==> config.mk <==
export PLATFORM = sky130hd
export DESIGN_NAME = gtl_ctrl
export DESIGN_NICKNAME = d
export VERILOG_FILES = /design/src/hw/rtl/gtl_pkg.sv /design/src/hw/rtl/gtl_ctrl.sv
export SDC_FILE = /design/constraint.sdc
export NUM_CORES = 1
export LEC_CHECK = 0
export BUFFER_PORTS_ARGS = -buffer_cell sky130_fd_sc_hd__buf_4
export CORE_ASPECT_RATIO = 1.5
export CORE_MARGIN = 4
export CORE_UTILIZATION = 51
export DETAILED_ROUTE_END_ITERATION = 8
export PLACE_DENSITY = 0.77
export SLEW_MARGIN = 25
export SYNTH_ARGS = -nofsm -noshare
export SYNTH_HDL_FRONTEND = slang
export SYNTH_SLANG_ARGS = --single-unit
==> constraint.sdc <==
create_clock -name aclk -period 2.7 [get_ports aclk]
set_input_delay 0.135 -clock aclk [delete_from_list [all_inputs] [get_ports aclk]]
set_output_delay 0.135 -clock aclk [all_outputs]
set_load 0.02 [all_outputs]
==> src/hw/rtl/gtl_pkg.sv <==
// shared types, constants and small tables of the time log to epoch converter
// no dependencies
package gtl_pkg;

    // request payloads
    typedef struct packed {
        logic [7:0] char_byte;
        logic       end_of_text;
    } in_t;

    typedef struct packed {
        logic [63:0] epoch_millis;
        logic [2:0]  error_code;
    } out_t;

    // result codes
    localparam logic [2:0] ERR_OK       = 3'd0;
    localparam logic [2:0] ERR_STATUS   = 3'd1;
    localparam logic [2:0] ERR_TOKENS   = 3'd2;
    localparam logic [2:0] ERR_EPOCH    = 3'd3;
    localparam logic [2:0] ERR_OVERFLOW = 3'd4;

    // divider sizing and divisors
    localparam int DIV_W = 32;
    localparam int DVR_W = 10;
    localparam logic [DVR_W-1:0] DVR_MS   = 10'd1000;
    localparam logic [DVR_W-1:0] DVR_MON  = 10'd12;
    localparam logic [DVR_W-1:0] DVR_YEAR = 10'd400;

    // divider operand select
    typedef enum logic [1:0] {
        DIV_MS   = 2'd0,
        DIV_MON  = 2'd1,
        DIV_YEAR = 2'd2
    } div_sel_t;

    // controller to datapath commands
    typedef struct packed {
        logic     take;
        logic     clear;
        logic     div_start;
        div_sel_t div_sel;
        logic     ld_check;
        logic     ld_ms;
        logic     ld_mon;
        logic     ld_year;
        logic     ld_era;
        logic     ld_doe;
        logic     ld_days;
        logic     ld_mul;
        logic     ld_epoch;
        logic     ld_fin;
        logic     ld_out;
    } cmd_t;

    // datapath to controller status
    typedef struct packed {
        logic       div_done;
        logic [2:0] early_err;
    } sts_t;

    localparam int MIN_TOKENS = 7;

    // day of year at start of shifted month (march based)
    function automatic logic [8:0] doy_of(input logic [3:0] mp);
        logic [8:0] d;
        case (mp)
            4'd0:    d = 9'd0;
            4'd1:    d = 9'd31;
            4'd2:    d = 9'd61;
            4'd3:    d = 9'd92;
            4'd4:    d = 9'd122;
            4'd5:    d = 9'd153;
            4'd6:    d = 9'd184;
            4'd7:    d = 9'd214;
            4'd8:    d = 9'd245;
            4'd9:    d = 9'd275;
            4'd10:   d = 9'd306;
            4'd11:   d = 9'd337;
            default: d = 9'd0;
        endcase
        return d;
    endfunction

    // year of era divided by 100, year of era below 400
    function automatic logic [1:0] cent_of(input logic [8:0] yoe);
        logic [1:0] c;
        if (yoe >= 9'd300) begin
            c = 2'd3;
        end else if (yoe >= 9'd200) begin
            c = 2'd2;
        end else if (yoe >= 9'd100) begin
            c = 2'd1;
        end else begin
            c = 2'd0;
        end
        return c;
    endfunction

endpackage

==> src/hw/rtl/gtl_ctrl.sv <==
// controller: byte intake, conversion sequence and result handshake
// depends on gtl_pkg
module gtl_ctrl
    import gtl_pkg::*;
(
    input  logic aclk,
    input  logic aresetn,
    input  logic s_valid,
    input  logic s_end,
    output logic s_ready,
    output logic m_valid,
    input  logic m_ready,
    input  sts_t sts,
    output cmd_t cmd
);

    typedef enum logic [14:0] {
        S_RUN   = 15'b000000000000001,
        S_CHECK = 15'b000000000000010,
        S_MSD   = 15'b000000000000100,
        S_MSW   = 15'b000000000001000,
        S_MOND  = 15'b000000000010000,
        S_MONW  = 15'b000000000100000,
        S_YEAR  = 15'b000000001000000,
        S_YD    = 15'b000000010000000,
        S_YW    = 15'b000000100000000,
        S_DOE   = 15'b000001000000000,
        S_DAYS  = 15'b000010000000000,
        S_MUL   = 15'b000100000000000,
        S_SUM   = 15'b001000000000000,
        S_FIN   = 15'b010000000000000,
        S_OUT   = 15'b100000000000000
    } state_t;

    state_t state_reg, state_next;
    logic   m_valid_reg, m_valid_next;
    logic   out_free;

    assign s_ready  = (state_reg == S_RUN);
    assign out_free = !m_valid_reg || m_ready;

    // sequencer
    always_comb begin
        state_next = state_reg;
        cmd        = '0;
        cmd.div_sel = DIV_MS;
        case (state_reg)
            S_RUN: begin
                cmd.take = s_valid;
                if (s_valid && s_end) begin
                    state_next = S_CHECK;
                end
            end
            S_CHECK: begin
                cmd.ld_check = 1'b1;
                state_next = (sts.early_err != ERR_OK) ? S_OUT : S_MSD;
            end
            S_MSD: begin
                cmd.div_start = 1'b1;
                state_next = S_MSW;
            end
            S_MSW: begin
                cmd.ld_ms = sts.div_done;
                if (sts.div_done) begin
                    state_next = S_MOND;
                end
            end
            S_MOND: begin
                cmd.div_sel   = DIV_MON;
                cmd.div_start = 1'b1;
                state_next = S_MONW;
            end
            S_MONW: begin
                cmd.div_sel = DIV_MON;
                cmd.ld_mon  = sts.div_done;
                if (sts.div_done) begin
                    state_next = S_YEAR;
                end
            end
            S_YEAR: begin
                cmd.ld_year = 1'b1;
                state_next = S_YD;
            end
            S_YD: begin
                cmd.div_sel   = DIV_YEAR;
                cmd.div_start = 1'b1;
                state_next = S_YW;
            end
            S_YW: begin
                cmd.div_sel = DIV_YEAR;
                cmd.ld_era  = sts.div_done;
                if (sts.div_done) begin
                    state_next = S_DOE;
                end
            end
            S_DOE: begin
                cmd.ld_doe = 1'b1;
                state_next = S_DAYS;
            end
            S_DAYS: begin
                cmd.ld_days = 1'b1;
                state_next = S_MUL;
            end
            S_MUL: begin
                cmd.ld_mul = 1'b1;
                state_next = S_SUM;
            end
            S_SUM: begin
                cmd.ld_epoch = 1'b1;
                state_next = S_FIN;
            end
            S_FIN: begin
                cmd.ld_fin = 1'b1;
                state_next = S_OUT;
            end
            S_OUT: begin
                if (out_free) begin
                    cmd.ld_out = 1'b1;
                    cmd.clear  = 1'b1;
                    state_next = S_RUN;
                end
            end
            default: begin
                state_next = S_RUN;
            end
        endcase
    end

    // result valid flag
    always_comb begin
        if (cmd.ld_out) begin
            m_valid_next = 1'b1;
        end else if (m_ready) begin
            m_valid_next = 1'b0;
        end else begin
            m_valid_next = m_valid_reg;
        end
    end

    always_ff @(posedge aclk) begin
        if (!aresetn) begin
            state_reg   <= S_RUN;
            m_valid_reg <= 1'b0;
        end else begin
            state_reg   <= state_next;
            m_valid_reg <= m_valid_next;
        end
    end

    assign m_valid = m_valid_reg;

    // checks
    a_onehot: assert property (@(posedge aclk) disable iff (!aresetn)
        $onehot(state_reg))
        else $error("controller state not one-hot");

    a_no_overwrite: assert property (@(posedge aclk) disable iff (!aresetn)
        cmd.ld_out |-> out_free)
        else $error("result loaded over a pending one");

    a_end_check: assert property (@(posedge aclk) disable iff (!aresetn)
        (s_valid && s_ready && s_end) |=> (state_reg == S_CHECK))
        else $error("end of text did not start the conversion");

    a_clear_only_out: assert property (@(posedge aclk) disable iff (!aresetn)
        cmd.clear |=> (s_ready && m_valid))
        else $error("clear without a delivered result");

endmodule

==> results.py, run 1 <==
metrics = {
    "worst_setup_path": {
        "start_kind": "flip-flop",
        "required_ns": 2.57,
        "cp.arrival_ns": 2.17,
        "critPathKind": "reg2out",
        "worstPathMaxFanout": 8,
        "end_kind": "primary output",
    },
    "cts": {
        "clock_latency_ns": 0.29,
        "root_buffer": "clkbuf_4",
        "clkTransAtPathRegs_ns": 0.10,
        "cts_num_sinks": 16,
        "cts_tree": "built",
        "htree_levels": 1,
        "cts.path.max_buffers": 2,
        "numCtsBuffers": 3,
        "hold_buffers": 0,
    },
    "placement": {
        "dp_hpwl_um": 2060,
        "dp.cells": 171,
        "dpl_cell_area_um2": 1249,
        "port_buffers": 26,
        "gp_congestion": 0.9947,
    },
    "final_layout": {
        "design_area_um2": 1291,
        "nets": 164,
        "final_common_cell": "buf_4",
        "antenna_cells": 0,
        "syn_to_final_growth_pct": 22.57,
        "layout_common_cells": "28 x buf_4, 17 x nor2_1, 16 x dfxtp_1",
        "largest_reg_flops": 15,
        "drive_above_1_share_pct": 25.97,
        "finalNonFillerCells": 175,
    },
    "routing": {
        "route.vias.total": 1080,
        "wl_met3_um": 177,
        "ant_nets": 0,
        "drt_iter0_drc": 46,
        "drc_errors": 0,
        "wl_met2_um": 1384,
        "drtPass1Iterations": 4,
        "vias_per_cell": 6.171,
        "wl_met1_um": 1099,
        "highest_layer": "met4",
        "avgRoutedWirePerCell_um": 15.53,
        "totalWireLength_um": 2718,
    },
    "floorplan": {
        "num_rows": 19,
        "core-area_um2": 1902,
        "ios": 27,
        "die_h_um": 63.67,
        "start_util_pct": 55.39,
        "fp.dieW_um": 45.11,
        "die-area_um2": 2872,
    },
    "timing": {
        "report.final.slew_viol_count": 0,
        "setup_violations": 0,
        "fmax_ghz": 0.4346,
        "clock-skew-final_ns": 0.002595,
        "min_period_ns": 2.301,
        "finalCritPeriodShare_pct": 85.23,
        "fin_setup_tns_ns": 0,
        "final-hold-violation-count": 0,
        "worstMarginPinSlew_ns": 0.6176,
        "finalHoldWorstSlack_ns": 0.1129,
        "rsz0062_at_grt": "false",
        "relSlewSlack_pct": 58.24,
    },
    "yosys": {
        "synthXorXnorAreaFrac_pct": 3.325,
        "synth_compound_gate_area_share_pct": 12.95,
        "synthAdderAreaFrac_pct": 0,
        "muxShareOfSynthArea_pct": 0.9501,
        "yosysUniqueCellTypes": 43,
        "synthArstFlopShare_pct": 0,
        "synth-seq-cells": 16,
        "syn_inst": 128,
        "avgSynthCellArea_um2": 8.231,
        "synth_seq_area_share_pct": 30.40,
        "yosysWarnings": 0,
        "netlist_area_um2": 1054,
        "synth_simple_gate_area_share_pct": 47.03,
        "synth_edf_count": 0,
        "synth_fp_nets": 137,
        "synth_top_family_by_area": "simple AND/OR/NAND/NOR gates",
        "synth_flop_cell": "dfxtp_1",
    },
    "status": {
        "outcome": "finished clean",
    },
    "pwr": {
        "powerDensity_nw_per_um2": 538.2,
        "netSwitchingFraction_pct": 37.02,
        "peakVddDrop_v": 0.0004870,
        "p_leak_nw": 0.5645,
        "internal_power_uw": 437.7,
        "seq_power_share_pct": 38.6,
        "p_clk_share_pct": 23.2,
        "finalPower_uw": 695.0,
        "comb_power_share_pct": 38.2,
        "p_sw_uw": 257.3,
    },
    "global_route": {
        "first_global_vias": 1026,
        "grt_pass1_wl_um": 4678,
        "grt_max_degree": 11,
        "antenna_found_initial": 0,
        "grt_usage_pct": 21.35,
        "grt_overflow_total": 0,
    },
    "hold_path": {
        "hp-class": "in2reg",
    },
    "flow_run": {
        "max_cap_violations": 0,
    },
}
synth_stat cells (4+ instances only):
library cell,count,area (um^2)
nor2_1,17,63.81
dfxtp_1,16,320.3
nand2_1,13,48.80
and3_1,5,31.28
nand2b_1,5,31.28
nor3_1,5,25.02
a21oi_1,4,20.02
and2_1,4,25.02
and4b_1,4,40.04
inv_1,4,15.01
nor2b_1,4,25.02
nor4b_1,4,35.03
power by group through the flow:
stage,clock network [mW],registers (mW),logic (mW)
CTS,0.166,0.268,0.264
finish,0.161,0.268,0.266
global route,0.178,0.272,0.292
global placement,0,0.273,0.261
detailed placement,0,0.274,0.263
floorplan,0,0.270,0.195
area by class of cell:
cell class	count	area, um^2
timing repair buffer	28	210.2
clock buffer	4	36.28
fill	164	610.6
tap	21	26.28
sequential	16	320.3
multi-input combinational	102	683.2
inverter	4	15.01
repair_timing:
item	4_1_cts	5_1_grt
endpoints found under the setup margin	0	2
setup buffers	0	0
gates resized for setup	0	1
critical path, cell delays in order, from the launching register on:
cell	delay (ns)
dfxtp_1	0.40
nor4_2	0.40
nand2_1	0.22
nor2_1	0.28
nand2_1	0.19
nor3b_1	0.22
buf_4	0.17
worst paths after layout:
path	start	end	slack (ns)	depth (start not counted)
min	aresetn	state_reg[13]	0.11	2
min reg2reg	state_reg[8]	state_reg[8]	0.57	2
max	state_reg[4]	cmd[4]	0.40	6
max reg2reg	state_reg[4]	state_reg[11]	0.47	5
layer usage:
layer | GRT usage, % | vias up
li1 | - | 524
met1 | 26.90 | 500
met2 | 33.16 | 47
met3 | 4.843 | 9
met4 | 9.890 | 0
met5 | 0 | -
cell families after synthesis:
kind of cell | count (synthesis)
xor+xnor | 4
mux | 1
flops | 16
buf+inv | 10
simple gates | 79
compound gates | 18
metrics by stage:
stage	setup slack (ns)	utilization [%]
finish	0.3989	67.89
global route	0.1498	67.89
CTS	0.2535	67.57
detailed placement	0.5044	65.66
global placement	0.5470	65.66
floorplan	0.4602	-
Note: power is estimated with default switching activity, not from simulation.
==> run 2, diff against run 1 <==
- CORE_MARGIN: 4 -> 2
==> run 2 against run 1 <==
Worst hold slack worse by 0.0031 ns. Final cell count did not move. Power shrank 1.9%. Clock skew rose by 0.011 ns. Largest cell class unchanged. Highest routed layer unchanged.
==> results.py, run 2 (same netlist as run 1, synthesis figures left out) <==
metrics = {
    "pwr": {
        "peakVddDrop_v": 0.0004652,
        "powerDensity_nw_per_um2": 530.7,
        "p_leak_nw": 0.5592,
    },
    "final_layout": {
        "largest_reg_flops": 15,
        "syn_to_final_growth_pct": 21.97,
        "fill_cells": 183,
        "final_common_cell": "buf_4",
        "drive_above_1_share_pct": 25.49,
        "layout_common_cells": "27 x buf_4, 17 x nor2_1, 16 x dfxtp_1",
        "antenna_cells": 0,
        "nets": 163,
    },
    "routing": {
        "avgRoutedWirePerCell_um": 15.00,
        "totalWireLength_um": 2625,
        "drc_errors": 0,
        "vias_per_cell": 6.189,
        "drtPass1Iterations": 4,
        "route.vias.total": 1083,
        "drt_iter0_drc": 45,
        "ant_nets": 0,
    },
    "timing": {
        "fin_setup_tns_ns": 0,
        "rsz0062_at_grt": "false",
        "relSlewSlack_pct": 61.07,
        "clock-skew-final_ns": 0.01324,
        "finalCritPeriodShare_pct": 87.33,
        "setup_violations": 0,
        "min_period_ns": 2.358,
        "worstMarginPinSlew_ns": 0.5758,
        "fmax_ghz": 0.4241,
        "report.final.slew_viol_count": 0,
        "final-hold-violation-count": 0,
        "finalHoldWorstSlack_ns": 0.1098,
    },
    "hold_path": {
        "hp-class": "in2reg",
    },
    "cts": {
        "root_buffer": "clkbuf_4",
        "cts_tree": "built",
        "numCtsBuffers": 3,
        "htree_levels": 1,
        "clock_latency_ns": 0.29,
        "cts_num_sinks": 16,
        "clkTransAtPathRegs_ns": 0.10,
        "cts.path.max_buffers": 2,
        "post_cts_buffers": 0,
    },
    "global_route": {
        "antenna_found_initial": 0,
        "grt_usage_pct": 23.91,
        "grt_overflow_total": 0,
        "grt_pass1_wl_um": 4002,
        "grt_max_degree": 11,
        "first_global_vias": 932,
    },
    "floorplan": {
        "start_util_pct": 52.62,
        "die-area_um2": 2453,
        "die_h_um": 59.67,
        "fp.dieW_um": 41.11,
        "core-area_um2": 2002,
        "ios": 27,
        "num_rows": 20,
    },
    "worst_setup_path": {
        "cp.arrival_ns": 2.22,
        "required_ns": 2.57,
        "critPathMostFrequentCell": "nand2_1",
        "end_kind": "primary output",
        "path_cells": "nor4_2 -> nand2_1 -> nor2_1 -> nand2_1 -> nor3b_1 -> buf_4",
        "cp_slowest_cell": "nor4_2",
        "critPathKind": "reg2out",
        "critPathMaxStageDelay_ns": 0.46,
        "worstPathMaxFanout": 6,
        "start_kind": "flip-flop",
    },
    "status": {
        "outcome": "finished clean",
    },
    "placement": {
        "port_buffers": 26,
        "gp_congestion": 0.9486,
        "dp_hpwl_um": 2039,
    },
    "flow_run": {
        "max_cap_violations": 0,
    },
}
==> run 2: cell types whose count changed in the layout (fill, tap and decap cells not counted), sizes merged <==
| cell | delta |
|---|---|
| buf | -1 |
==> run 2: path summary, 6_finish.rpt <==
check                                   from  cells after the start  slack [ns]       endpoint
worst max-delay path            state_reg[0]                      6        0.34         cmd[4]
worst min-delay path                 aresetn                      2        0.11   state_reg[7]
worst max register to register  state_reg[4]                      5        0.47  state_reg[11]
worst min register to register  state_reg[8]                      2        0.59   state_reg[8]
==> run 2: report_power, final <==
group | leakage [nW] | switching [mW] | internal, mW | total, mW
combinational | 0.409 | 0.153 | 0.100 | 0.253
sequential | 0.129 | 0.0209 | 0.248 | 0.269
clock | 0.0210 | 0.0776 | 0.0821 | 0.160
total | 0.559 | 0.251 | 0.431 | 0.682
==> run 2: stage by stage <==
stage / cells / instance area [um^2] / worst slack, ns / utilization, % / total power, mW
2_1_floorplan: 128 / 1054 / 0.4602 / - / 0.4647
3_3_place_gp: 171 / 1242 / 0.5287 / 62.06 / 0.5235
3_5_place_dp: 171 / 1242 / 0.5024 / 62.06 / 0.5266
4_1_cts: 175 / 1279 / 0.2635 / 63.88 / 0.6867
5_1_grt: 175 / 1285 / 0.07206 / 64.19 / 0.7257
6_report: 175 / 1285 / 0.3420 / 64.19 / 0.6819
==> run 2: timing repair <==
| action | CTS | global route |
|---|---|---|
| gates resized for setup | 0 | 1 |
| endpoints found under the setup margin | 0 | 2 |
| hold buffers | 0 | 0 |
==> run 2: final cells by class <==
cell class | instances | area (um^2) | share of cell area [%]
Sequential cell | 16 | 320.3 | 24.93
Inverter | 4 | 15.01 | 1.168
Timing Repair Buffer | 27 | 202.7 | 15.77
Multi-Input combinational cell | 102 | 683.2 | 53.16
Clock buffer | 4 | 36.28 | 2.824
Tap cell | 22 | 27.53 | 2.142
==> run 2: worst max-delay path, delay by kind of cell, from the launching register on <==
| kind | cells | cell delay [ns] |
|---|---|---|
| flip-flops | 1 | 0.37 |
| buffers and inverters | 1 | 0.17 |
| AND/OR/NAND/NOR | 5 | 1.40 |
==> run 2: metal layers <==
layer | wire length [um] | global-route usage (%) | vias to the layer above | part of all wire (%)
met5 | 0 | 0 | - | 0
li1 | - | - | 523 | -
met3 | 175 | 2.602 | 7 | 6.7
met2 | 1406 | 39.96 | 57 | 54
met4 | 44 | 10.60 | 0 | 1.7
met1 | 999 | 29.27 | 496 | 38
